$ cat src/design/olt_pkg.sv
// olt_pkg: shared types and codes of the ordered list table
// holds the item structs, command and status codes and storage sizes
// no dependencies
package olt_pkg;

   localparam int DEPTH       = 64;
   localparam int VALUE_WIDTH = 32;
   localparam int IDX_W       = $clog2(DEPTH);
   localparam int CNT_W       = $clog2(DEPTH + 1);

   localparam logic [2:0] CMD_APPEND    = 3'd0;
   localparam logic [2:0] CMD_GET       = 3'd1;
   localparam logic [2:0] CMD_FIND      = 3'd2;
   localparam logic [2:0] CMD_DEL_FIRST = 3'd3;
   localparam logic [2:0] CMD_DEL_INDEX = 3'd4;
   localparam logic [2:0] CMD_DEL_ALL   = 3'd5;
   localparam logic [2:0] CMD_CLEAR     = 3'd6;

   localparam logic [1:0] STATUS_OK   = 2'd0;
   localparam logic [1:0] STATUS_MISS = 2'd1;
   localparam logic [1:0] STATUS_FULL = 2'd2;

   typedef struct packed {
      logic [2:0]             cmd;
      logic [VALUE_WIDTH-1:0] value;
      logic [5:0]             position;
   } req_type;

   typedef struct packed {
      logic [1:0]             status;
      logic [VALUE_WIDTH-1:0] read_value;
      logic [5:0]             found_position;
      logic [6:0]             removed_count;
      logic [6:0]             entry_count;
   } rsp_type;

endpackage

$ cat src/design/olt_ram.sv
// olt_ram: entry storage of the ordered list table
// one write port, one read port with registered read data
// depends on olt_pkg
module olt_ram (
   input  logic                           clock,
   input  logic                           wr_en,
   input  logic [olt_pkg::IDX_W-1:0]      wr_addr,
   input  logic [olt_pkg::VALUE_WIDTH-1:0] wr_data,
   input  logic                           rd_en,
   input  logic [olt_pkg::IDX_W-1:0]      rd_addr,
   output logic [olt_pkg::VALUE_WIDTH-1:0] rd_data
);

   logic [olt_pkg::VALUE_WIDTH-1:0] mem [olt_pkg::DEPTH];
   logic [olt_pkg::VALUE_WIDTH-1:0] rd_data_ff;

   always_ff @(posedge clock) begin
      if (wr_en) begin
         mem[wr_addr] <= wr_data;
      end
   end

   always_ff @(posedge clock) begin
      if (rd_en) begin
         rd_data_ff <= mem[rd_addr];
      end
   end

   assign rd_data = rd_data_ff;

endmodule

$ cat src/design/ordered_list_table_core.sv
// ordered_list_table_core: packed ordered list of values with an entry count
// depends on olt_pkg and olt_ram
//
// Usage:
//   An item enters on req_valid / req_stall (accepted when valid and not
//   stalled) and carries a command, a value and a position. Every item
//   yields exactly one result item on rsp_valid / rsp_stall.
//   One item is worked on at a time; req_stall is high while it runs.
//   Path from acceptance to the result showing on rsp:
//     append, clear, unused code, out-of-range get/delete index: from EXEC
//     get: EXEC reads the entry, then GET loads the read data
//     find: a SCAN of the entries, ends at the first match
//     delete first, delete index, delete all: a SCAN of every entry
//   The scans walk the entry memory one entry per cycle through its single
//   read port, the deletes writing kept entries back down through the write
//   port, so the memory port sets the pace; no new item is taken meanwhile.
//   The result sits in an output register; a stalled result holds, and the
//   next item is accepted while it waits but cannot finish until it leaves.
//   Reset empties the list and drops any pending result; the entry memory
//   itself is not cleared, entries are only read after being written.
module ordered_list_table_core (
   input  logic             clock,
   input  logic             reset,
   input  logic             req_valid,
   output logic             req_stall,
   input  olt_pkg::req_type req_data,
   output logic             rsp_valid,
   input  logic             rsp_stall,
   output olt_pkg::rsp_type rsp_data
);

   localparam logic [1:0] ST_IDLE = 2'd0;
   localparam logic [1:0] ST_EXEC = 2'd1;
   localparam logic [1:0] ST_SCAN = 2'd2;
   localparam logic [1:0] ST_GET  = 2'd3;

   localparam int IW = olt_pkg::IDX_W;
   localparam int CW = olt_pkg::CNT_W;
   localparam int VW = olt_pkg::VALUE_WIDTH;

   logic [1:0]    state_ff;
   logic [2:0]    cmd_ff;
   logic [VW-1:0] val_ff;
   logic [IW-1:0] pos_ff;
   logic [CW-1:0] count_ff;
   logic [CW-1:0] rd_idx_ff;
   logic [CW-1:0] wr_idx_ff;
   logic [CW-1:0] removed_ff;
   logic          pend_ff;
   logic [IW-1:0] pend_idx_ff;
   logic          found_ff;
   logic [IW-1:0] fpos_ff;
   logic          rsp_valid_ff;
   olt_pkg::rsp_type rsp_ff;
   olt_pkg::rsp_type rsp_in;

   logic          can_load;
   logic          pos_ok;
   logic          full;
   logic          proc;
   logic          match;
   logic          skip;
   logic          writes_back;
   logic          issue;
   logic          scan_done;
   logic          load;
   logic [VW-1:0] rd_data;
   logic          wr_en;
   logic [IW-1:0] wr_addr;
   logic [VW-1:0] wr_data;
   logic          rd_en;
   logic [IW-1:0] rd_addr;

   olt_ram u_ram (
      .clock   (clock),
      .wr_en   (wr_en),
      .wr_addr (wr_addr),
      .wr_data (wr_data),
      .rd_en   (rd_en),
      .rd_addr (rd_addr),
      .rd_data (rd_data)
   );

   assign can_load = !rsp_valid_ff || !rsp_stall;
   assign pos_ok   = {1'b0, pos_ff} < count_ff;
   assign full     = count_ff >= CW'(olt_pkg::DEPTH);

   // scan: data for entry pend_idx_ff arrives in the cycle after its read
   assign proc  = (state_ff == ST_SCAN) && pend_ff && !found_ff;
   assign match = rd_data == val_ff;

   always_comb begin
      case (cmd_ff)
         olt_pkg::CMD_DEL_FIRST: skip = match && (removed_ff == '0);
         olt_pkg::CMD_DEL_INDEX: skip = pend_idx_ff == pos_ff;
         olt_pkg::CMD_DEL_ALL:   skip = match;
         default:                skip = 1'b0;
      endcase
   end

   assign writes_back = cmd_ff != olt_pkg::CMD_FIND;

   // stop issuing reads once find has its match
   assign issue = (state_ff == ST_SCAN) && (rd_idx_ff < count_ff) && !found_ff
                  && !(proc && match && (cmd_ff == olt_pkg::CMD_FIND));

   assign scan_done = (state_ff == ST_SCAN) && !pend_ff
                      && ((rd_idx_ff == count_ff) || found_ff);

   // memory ports
   always_comb begin
      wr_en   = 1'b0;
      wr_addr = wr_idx_ff[IW-1:0];
      wr_data = rd_data;
      rd_en   = 1'b0;
      rd_addr = rd_idx_ff[IW-1:0];
      if (state_ff == ST_EXEC) begin
         if (cmd_ff == olt_pkg::CMD_APPEND) begin
            wr_en   = can_load && !full;
            wr_addr = count_ff[IW-1:0];
            wr_data = val_ff;
         end
         if (cmd_ff == olt_pkg::CMD_GET) begin
            rd_en   = pos_ok;
            rd_addr = pos_ff;
         end
      end else if (state_ff == ST_SCAN) begin
         wr_en = proc && !skip && writes_back;
         rd_en = issue;
      end
   end

   // result and load decision
   always_comb begin
      load   = 1'b0;
      rsp_in = '0;
      rsp_in.entry_count = count_ff;
      case (state_ff)
         ST_EXEC: begin
            case (cmd_ff)
               olt_pkg::CMD_APPEND: begin
                  load = can_load;
                  if (full) begin
                     rsp_in.status = olt_pkg::STATUS_FULL;
                  end else begin
                     rsp_in.entry_count = count_ff + CW'(1);
                  end
               end
               olt_pkg::CMD_GET: begin
                  load = can_load && !pos_ok;
                  rsp_in.status = olt_pkg::STATUS_MISS;
               end
               olt_pkg::CMD_DEL_INDEX: begin
                  load = can_load && !pos_ok;
                  rsp_in.status = olt_pkg::STATUS_MISS;
               end
               olt_pkg::CMD_CLEAR: begin
                  load = can_load;
                  rsp_in.removed_count = count_ff;
                  rsp_in.entry_count   = '0;
               end
               olt_pkg::CMD_FIND, olt_pkg::CMD_DEL_FIRST, olt_pkg::CMD_DEL_ALL: begin
                  load = 1'b0;
               end
               default: begin
                  load = can_load;
                  rsp_in.status = olt_pkg::STATUS_MISS;
               end
            endcase
         end
         ST_GET: begin
            load = can_load;
            rsp_in.read_value = rd_data;
         end
         ST_SCAN: begin
            load = scan_done && can_load;
            rsp_in.removed_count = removed_ff;
            rsp_in.entry_count   = count_ff - removed_ff;
            if (cmd_ff == olt_pkg::CMD_FIND) begin
               if (found_ff) begin
                  rsp_in.found_position = fpos_ff;
               end else begin
                  rsp_in.status = olt_pkg::STATUS_MISS;
               end
            end else if (cmd_ff == olt_pkg::CMD_DEL_FIRST && removed_ff == '0) begin
               rsp_in.status = olt_pkg::STATUS_MISS;
            end
         end
         default: begin
            load = 1'b0;
         end
      endcase
   end

   assign req_stall = state_ff != ST_IDLE;

   always_ff @(posedge clock) begin
      if (reset) begin
         state_ff     <= ST_IDLE;
         count_ff     <= '0;
         rsp_valid_ff <= 1'b0;
         pend_ff      <= 1'b0;
         found_ff     <= 1'b0;
      end else begin
         if (load) begin
            rsp_valid_ff <= 1'b1;
            count_ff     <= rsp_in.entry_count;
            state_ff     <= ST_IDLE;
         end else if (!rsp_stall) begin
            rsp_valid_ff <= 1'b0;
         end
         case (state_ff)
            ST_IDLE: begin
               if (req_valid) begin
                  state_ff <= ST_EXEC;
               end
            end
            ST_EXEC: begin
               rd_idx_ff  <= '0;
               wr_idx_ff  <= '0;
               removed_ff <= '0;
               pend_ff    <= 1'b0;
               found_ff   <= 1'b0;
               if (cmd_ff == olt_pkg::CMD_GET && pos_ok) begin
                  state_ff <= ST_GET;
               end
               if (cmd_ff == olt_pkg::CMD_FIND || cmd_ff == olt_pkg::CMD_DEL_FIRST
                   || cmd_ff == olt_pkg::CMD_DEL_ALL
                   || (cmd_ff == olt_pkg::CMD_DEL_INDEX && pos_ok)) begin
                  state_ff <= ST_SCAN;
               end
            end
            ST_SCAN: begin
               pend_ff <= issue;
               if (issue) begin
                  rd_idx_ff   <= rd_idx_ff + CW'(1);
                  pend_idx_ff <= rd_idx_ff[IW-1:0];
               end
               if (proc) begin
                  if (cmd_ff == olt_pkg::CMD_FIND) begin
                     if (match) begin
                        found_ff <= 1'b1;
                        fpos_ff  <= pend_idx_ff;
                     end
                  end else if (skip) begin
                     removed_ff <= removed_ff + CW'(1);
                  end else begin
                     wr_idx_ff <= wr_idx_ff + CW'(1);
                  end
               end
            end
            default: begin
            end
         endcase
      end
   end

   // payload registers
   always_ff @(posedge clock) begin
      if (state_ff == ST_IDLE && req_valid) begin
         cmd_ff <= req_data.cmd;
         val_ff <= req_data.value;
         pos_ff <= req_data.position;
      end
      if (load) begin
         rsp_ff <= rsp_in;
      end
   end

   assign rsp_valid = rsp_valid_ff;
   assign rsp_data  = rsp_ff;

endmodule
$ cat config.mk
export PLATFORM = sky130hd
export DESIGN_NAME = ordered_list_table_core
export DESIGN_NICKNAME = d
export VERILOG_FILES = /design/src/design/olt_pkg.sv /design/src/design/olt_ram.sv /design/src/design/ordered_list_table_core.sv
export SDC_FILE = /design/constraint.sdc
export NUM_CORES = 2
export LEC_CHECK = 0
export CAP_MARGIN = 20
export CORE_UTILIZATION = 50
export DETAILED_ROUTE_END_ITERATION = 6
export DONT_BUFFER_PORTS = 1
export MAX_ROUTING_LAYER = met4
export PLACE_DENSITY = 0.67
export SLEW_MARGIN = 20
export SYNTH_ARGS = -nofsm -noshare
export SYNTH_HDL_FRONTEND = slang
export SYNTH_SLANG_ARGS = --single-unit
$ cat constraint.sdc
create_clock -name clock -period 4.2 [get_ports clock]
set_input_delay 0.21 -clock clock [delete_from_list [all_inputs] [get_ports clock]]
set_output_delay 0.21 -clock clock [all_outputs]
set_load 0.01 [all_outputs]
# Word-level counts from Yosys, hierarchy flattened
# Memories as Yosys holds them, arrays and structs flattened. A register that Yosys moved wholly into a read port is not among the register bits.
# Index checks and enable logic that the tools add are counted.
# totals
ff_bits,140
ramBits,2048
inputBits,45
output_inout_bits,56
wordCells,145
mem_count,1
# op_classes
add_sub_neg,5
n_lt_le_gt_ge,3
n_eq_ne,21
n_mux,49
bitwise,1
n_reduce_logical,47
# memory_table
name,words,width,read_ports,rd_clocked_by_memory_dff,write_ports,line,source
u_ram.mem,64,32,1,1,1,olt_ram.sv:14,logic [olt_pkg::VALUE_WIDTH-1:0] mem [olt_pkg::DEPTH];
# op_table
op,count
two-way mux 32 bit,2
two-way mux 7 bit,9
case mux 7 bit (2 select lines),4
== test 32 bit,1
"adder 7 x 1 -> 7 bit, second input constant",4
case mux 14 bit (2 select lines),1
two-way mux 6 bit,4
logical AND 1 bit,19
two-way mux 1 bit,15
AND reduction 5 bit,3
two-way mux 2 bit,6
"inequality test 2 bit, second input constant",6
case mux 2 bit (2 select lines),3
"== test 3 bit, second input constant",3
AND reduction 3 bit,3
zero test 1 bit,8
== test 7 bit,1
">= comparator 7 bit, second input constant",1
zero test 7 bit,1
less-than comparator 6 x 7 -> 1 bit,1
less-than comparator 7 bit,1
subtractor 7 bit,1
"== test 3 x 2 -> 1 bit, second input constant",2
== test 6 bit,1
16 further kinds,26

# Longest topological paths before layout
# depth
word_depth,10
mapped_depth,15
ltp_nobuf,11

# Hierarchy
# Synthesis repeated with hierarchy kept, for this count alone.
# hier_totals
hier_cells,3904
hier_area_um2,85976.2
# modules_own_cells
mod,instances,cells_per_inst,area_each_um2,seq_area_each_um2
olt_ram,1,3324,78833.1,62459.9
ordered_list_table_core,1,580,7143.1,4053.9

# Worst setup path before layout
# Ideal clock, no wire load.
# synth_timing
kind,reg2reg
startpoint,register count_ff[2]
endpoint,register count_ff[0]
setup_ps,128
arrival_ps,4030
required_time_ps,4072
slack_ps,43
stages_incl_launch_ff,12
path_buffers,2
synth_period_minus_slack_ps,4157
cell_sequence,dfxtp_1 > clkbuf_1 > inv_1 > ha_1 > and4_1 > a41oi_1 > nor3b_1 > nor3_1 > a221oi_1 > clkbuf_1 > mux2i_1 > nor2_1
# synth_via
elab_chain_cells,5
word_cells_on_any_way,13
classes_between,2 x order compare; 1 x eq/ne; 5 x mux; 5 x reduce/logical
# synth_rtl
element,line,source
start: declaration,ordered_list_table_core.sv:45,logic [CW-1:0] count_ff;
start signal: assignment,ordered_list_table_core.sv:207,count_ff <= rsp_in.entry_count;
less-than comparator 6 x 7 -> 1 bit or == test 7 bit (tied branches),"ordered_list_table_core.sv:85, ordered_list_table_core.sv:108",
zero test 1 bit or logical OR 1 bit (tied branches),"ordered_list_table_core.sv:150, ordered_list_table_core.sv:154, ordered_list_table_core.sv:108",
"logical AND 1 bit, on equally long branches","ordered_list_table_core.sv:150, ordered_list_table_core.sv:154, ordered_list_table_core.sv:108",
case mux 1 bit (2 select lines) or logical AND 1 bit (tied branches),"ordered_list_table_core.sv:140, ordered_list_table_core.sv:176",
case mux 1 bit (3 select lines) (*),ordered_list_table_core.sv:138,case (state_ff)
net load,ordered_list_table_core.sv:66,logic load;
# Mark *: on every way through the listed nets, which the timed path passes. The rest lies on a longest branch.
# A chain may end at the register's enable or synchronous reset.

# Final worst setup path
# layout_timing
startpoint,register state_ff[1]
endpoint,"register u_ram.rd_data_ff (netlist bit u_ram.rd_data[10]), read port of u_ram.mem (data pin)"
# layout_via
elab_chain_cells,9
word_cells_on_any_way,13
classes_between,2 x eq/ne; 3 x mux; 8 x reduce/logical
# layout_rtl
element,line,source
start: declaration,ordered_list_table_core.sv:41,logic [1:0] state_ff;
start signal: assignment,ordered_list_table_core.sv:199,state_ff <= ST_IDLE;
start signal: assignment,ordered_list_table_core.sv:208,state_ff <= ST_IDLE;
start signal: assignment,ordered_list_table_core.sv:215,state_ff <= ST_EXEC;
== test 2 bit,"ordered_list_table_core.sv:89, ordered_list_table_core.sv:104, ordered_list_table_core.sv:127",
logical AND 1 bit (2 in series),ordered_list_table_core.sv:89,assign proc = (state_ff == ST_SCAN) && pend_ff && !found_ff;
logical AND 1 bit (2 in series),ordered_list_table_core.sv:105,&& !(proc && match && (cmd_ff == olt_pkg::CMD_FIND));
zero test 1 bit,ordered_list_table_core.sv:105,
logical AND 1 bit,ordered_list_table_core.sv:105,
two-way mux 1 bit,ordered_list_table_core.sv:127,end else if (state_ff == ST_SCAN) begin
two-way mux 1 bit,ordered_list_table_core.sv:117,if (state_ff == ST_EXEC) begin
end: declaration,olt_ram.sv:15,logic [olt_pkg::VALUE_WIDTH-1:0] rd_data_ff;
# Several ways; a longest one is shown, not always the timed one.

==> flow_summary_export.csv <==
group,metric,value,unit
status,status,"finished clean",
clocking,h-tree-depth,4,
clocking,numCtsBuffers,209,
clocking,cts.root.buffer_cell,"clkbuf_16",
final_layout,drive_gt1_share,14.1,%
drt,top_layer_used,"met4",
worst_setup_path,worstSetupEndpoint,"u_ram.rd_data[10]$_DFFE_PP_",
drt,wl_met2,127,mm
flow_run,cap_violations,0,
worst_setup_path,cp.depth,12,
yosys,synthesis.nets,5688,
worst_setup_path,crit_buf_inv,4,
yosys,synth_cell_types,77,
worst_setup_path,crit_arrival,4680,ps
worst_setup_path,path_cells,"inv_1 -> ha_1 -> and4bb_2 -> buf_12 -> mux2_8 -> nor2_1 -> a221o_1 -> o41ai_1 -> buf_4 -> o22ai_1 -> buf_12 -> or3_1",
power,seq_power_share,52.5,%
drt,ant_nets,0,
global_routing,grt_antenna_before_repair,22,
yosys,synth_area,87400,µm²
hold_path,min_path_type,"in2reg",
worst_setup_path,r2r_slack,120,ps
yosys,synth_common_cells,"edfxtp_1 (2207), nand2_1 (927), mux2i_1 (349)",
sta,finClkSkew,34.9,ps
drt,viasPerCell,6.47,
drt,vias,54700,
yosys,synth-main-ff-cell,"edfxtp_1",
worst_setup_path,r2r_cells,12,
sta,period_needed,4080,ps
worst_setup_path,start_kind,"register",
power,p_leak,33.6,nW
placed_design,hpwl,158,mm
power,pwr-share-clk,37.8,%
drt,drt_pass1_iterations,6,
drt,wirelength,269,mm
worst_setup_path,critPathMostFrequentCell,"buf_12",
worst_setup_path,r2r-start,"state_ff[1]$_SDFF_PP0_",
yosys,yosysTopAreaCell,"edfxtp_1",
die,rows,153,
worst_setup_path,worst-setup-path-type,"reg2reg",
sta,hold_viol,0,
global_routing,grt-ovfl-total,0,
yosys,post_synth.cell_area_avg,15.6,µm²
die,dieWidth,420,µm
power,comb_power_share,9.8,%
worst_setup_path,critPathMaxFanout,27,
final_layout,final_util,58.3,%
yosys,yosys_warnings,0,
worst_setup_path,cp.required,4800,ps
yosys,yosysSeqAreaShare,76.1,%
die,num_io_pins,101,
global_routing,grt.total_usage,31.2,%
yosys,async_reset_ff_share,0,%
drt,drc,0,
worst_setup_path,reg2reg_to,"u_ram.rd_data[10]$_DFFE_PP_",
yosys,yosys-top-cells-area,"edfxtp_1 (76%), mux2i_1 (4.0%), nand2_1 (4.0%)",
drt,drt_iter0_markers,8449,
die,design.core.area,174000,µm²
drt,wl_met3,32.9,mm
sta,tightestPinTransition,1250,ps
yosys,yosys.area.top_type_share,75.9,%
power,intPower,35.7,mW
sta,slew_headroom,15.8,%
yosys,ys_seq_elements,2219,
final_layout,layout.filler_cells,12900,
yosys,synth-edff-count,2207,
power,switching_share,24.0,%
power,p_per_area,464,nW/µm²
worst_setup_path,cp_slowest_stage_delay,660,ps
die,die_h,420,µm
sta,rsz0062_at_grt,"no",
drt,wl_met1,99.6,mm
die,die_area,176000,µm²
power,p_total,47.0,mW
final_layout,final_nets,6030,
sta,finalCritPeriodShare,97.1,%
clocking,insertion_delay,870,ps
die,start_util,50.3,%
sta,fmax,245,MHz
placed_design,gp_congestion,0.908,
power,p_switching,11.3,mW
clocking,cts.reportedPaths.clkPinSlew,60,ps
yosys,yosysMostFrequentCell,"edfxtp_1",
sta,finalSetupViolations,0,
sta,drv_slew,0,
global_routing,grt_pass1_wl,379,mm
placed_design,placement.io_buffers,0,
power,peakVddDrop,0.374,mV
worst_setup_path,startpoint,"state_ff[1]$_SDFF_PP0_",
global_routing,grt_pass1_vias,52100,
global_routing,grt_max_degree,65,
clocking,cts_buffer_depth,3,
worst_setup_path,critPathTopFamily,"compound AO/OA/AOI/OAI gates",
clocking,cts.sinks,2219,
worst_setup_path,end_kind,"register",
drt,wl_per_cell,31.9,µm
final_layout,area_growth,15.9,%
worst_setup_path,crit_slowest_cell,"o41ai_1",
yosys,synthCells,5614,
clocking,cts_tree,"done",
==> layout make-up <==
cell class              count  area, µm²  area share, %
clock inverters            99        689          0.681
well taps                2325       2910           2.87
diodes                      5       12.5         0.0124
inverters                  28        105          0.104
clock buffers             272       5600           5.53
flip-flops and latches   2219      66500           65.7
multi-input cells        3024      19900           19.6
repair buffers            474       5550           5.48
==> kinds of logic (layout without fill, tap and decap cells) <==
kind of cell             count (synthesis)  count (layout)  synth area share, %
other                                    0               5                    0
AO/OA/AOI/OAI                         1017            1017                 7.75
flip-flops                            2219            2219                 76.1
XOR/XNOR                                53              53                0.531
adder cells (fa/ha/maj)                 29              29                0.424
multiplexers                           459             459                 5.88
AND/OR/NAND/NOR                       1466            1466                 7.27
buffers and inverters                  371             873                 2.02
==> power by group through the flow <==
stage               combinational [mW]  sequential [mW]  clock [mW]
floorplan                         2.37             25.0           0
detailed placement                4.37             25.1           0
global route                      4.74             24.6        18.6
finish                            4.58             24.6        17.7
CTS                               4.47             24.6        17.8
global placement                  4.31             25.1           0
==> state kept, by name (all words and copies together) (netlist names), 2 cells and up <==
signal         flops
u_ram.mem       2048
rsp_data          54
u_ram.rd_data     32
val_ff            32
count_ff           7
rd_idx_ff          7
removed_ff         7
fpos_ff            6
pend_idx_ff        6
pos_ff             6
wr_idx_ff          6
cmd_ff             3
state_ff           2
==> metal layers <==
layer	up-vias	GRT usage (%)
met2	4005	48.1
met1	27500	41.6
met3	589	5.63
met4	0	11.5
li1	22500	-
met5	-	-
==> how the worst min path moves through the flow <==
stage	cells past startpoint	endpoint	from
after floorplan	1	count_ff[5]$_SDFFE_PP0P_	reset
after global placement	1	state_ff[0]$_SDFF_PP0_	reset
after detailed placement	1	state_ff[0]$_SDFF_PP0_	reset
after CTS	1	val_ff[15]$_DFFE_PP_	req_data[21]
after global routing	1	val_ff[15]$_DFFE_PP_	req_data[21]
final	1	val_ff[15]$_DFFE_PP_	req_data[21]
==> repair_timing <==
action,4_1_cts,5_1_grt
gates resized for setup,0,2
pin swaps,1,0
setup buffers,3,0
hold endpoints to repair,138,0
gates cloned,0,0
endpoints found under the setup margin,1,2
hold buffers,79,0
==> cell usage in the layout, fill, tap and decap left out, types with 30 or more instances in the layout <==
cell type,n
a21oi_1,345
a221oi_1,45
a22oi_1,57
a31oi_1,61
a32oi_1,61
and2_1,55
buf_12,142
buf_4,252
clkbuf_1,56
clkbuf_16,215
clkinv_1,50
dlygate4sd3_1,79
edfxtp_1,2207
mux2_2,57
mux2i_1,340
mux4_2,35
nand2_1,926
nand3_1,210
nor2_1,30
nor2_4,67
nor3_1,42
nor4_1,33
o21ai_0,130
o221ai_1,56
o22ai_1,57
xor2_1,42
==> per-stage QoR <==
| step | setup slack (ps) | TNS, ps | instances | hold slack [ps] | cell area [µm²] |
|---|---|---|---|---|---|
| after floorplan | 42.7 | 0 | 5614 | 283 | 87400 |
| after global placement | -349 | -375 | 7987 | 282 | 94100 |
| after detailed placement | 105 | 0 | 7988 | 285 | 94100 |
| after CTS | 80.2 | 0 | 8441 | 0.158 | 101000 |
| after global routing | 39.7 | 0 | 8445 | 21.1 | 101000 |
| final | 120 | 0 | 8446 | 37.2 | 101000 |
Note: power is estimated with default switching activity, not from simulation.
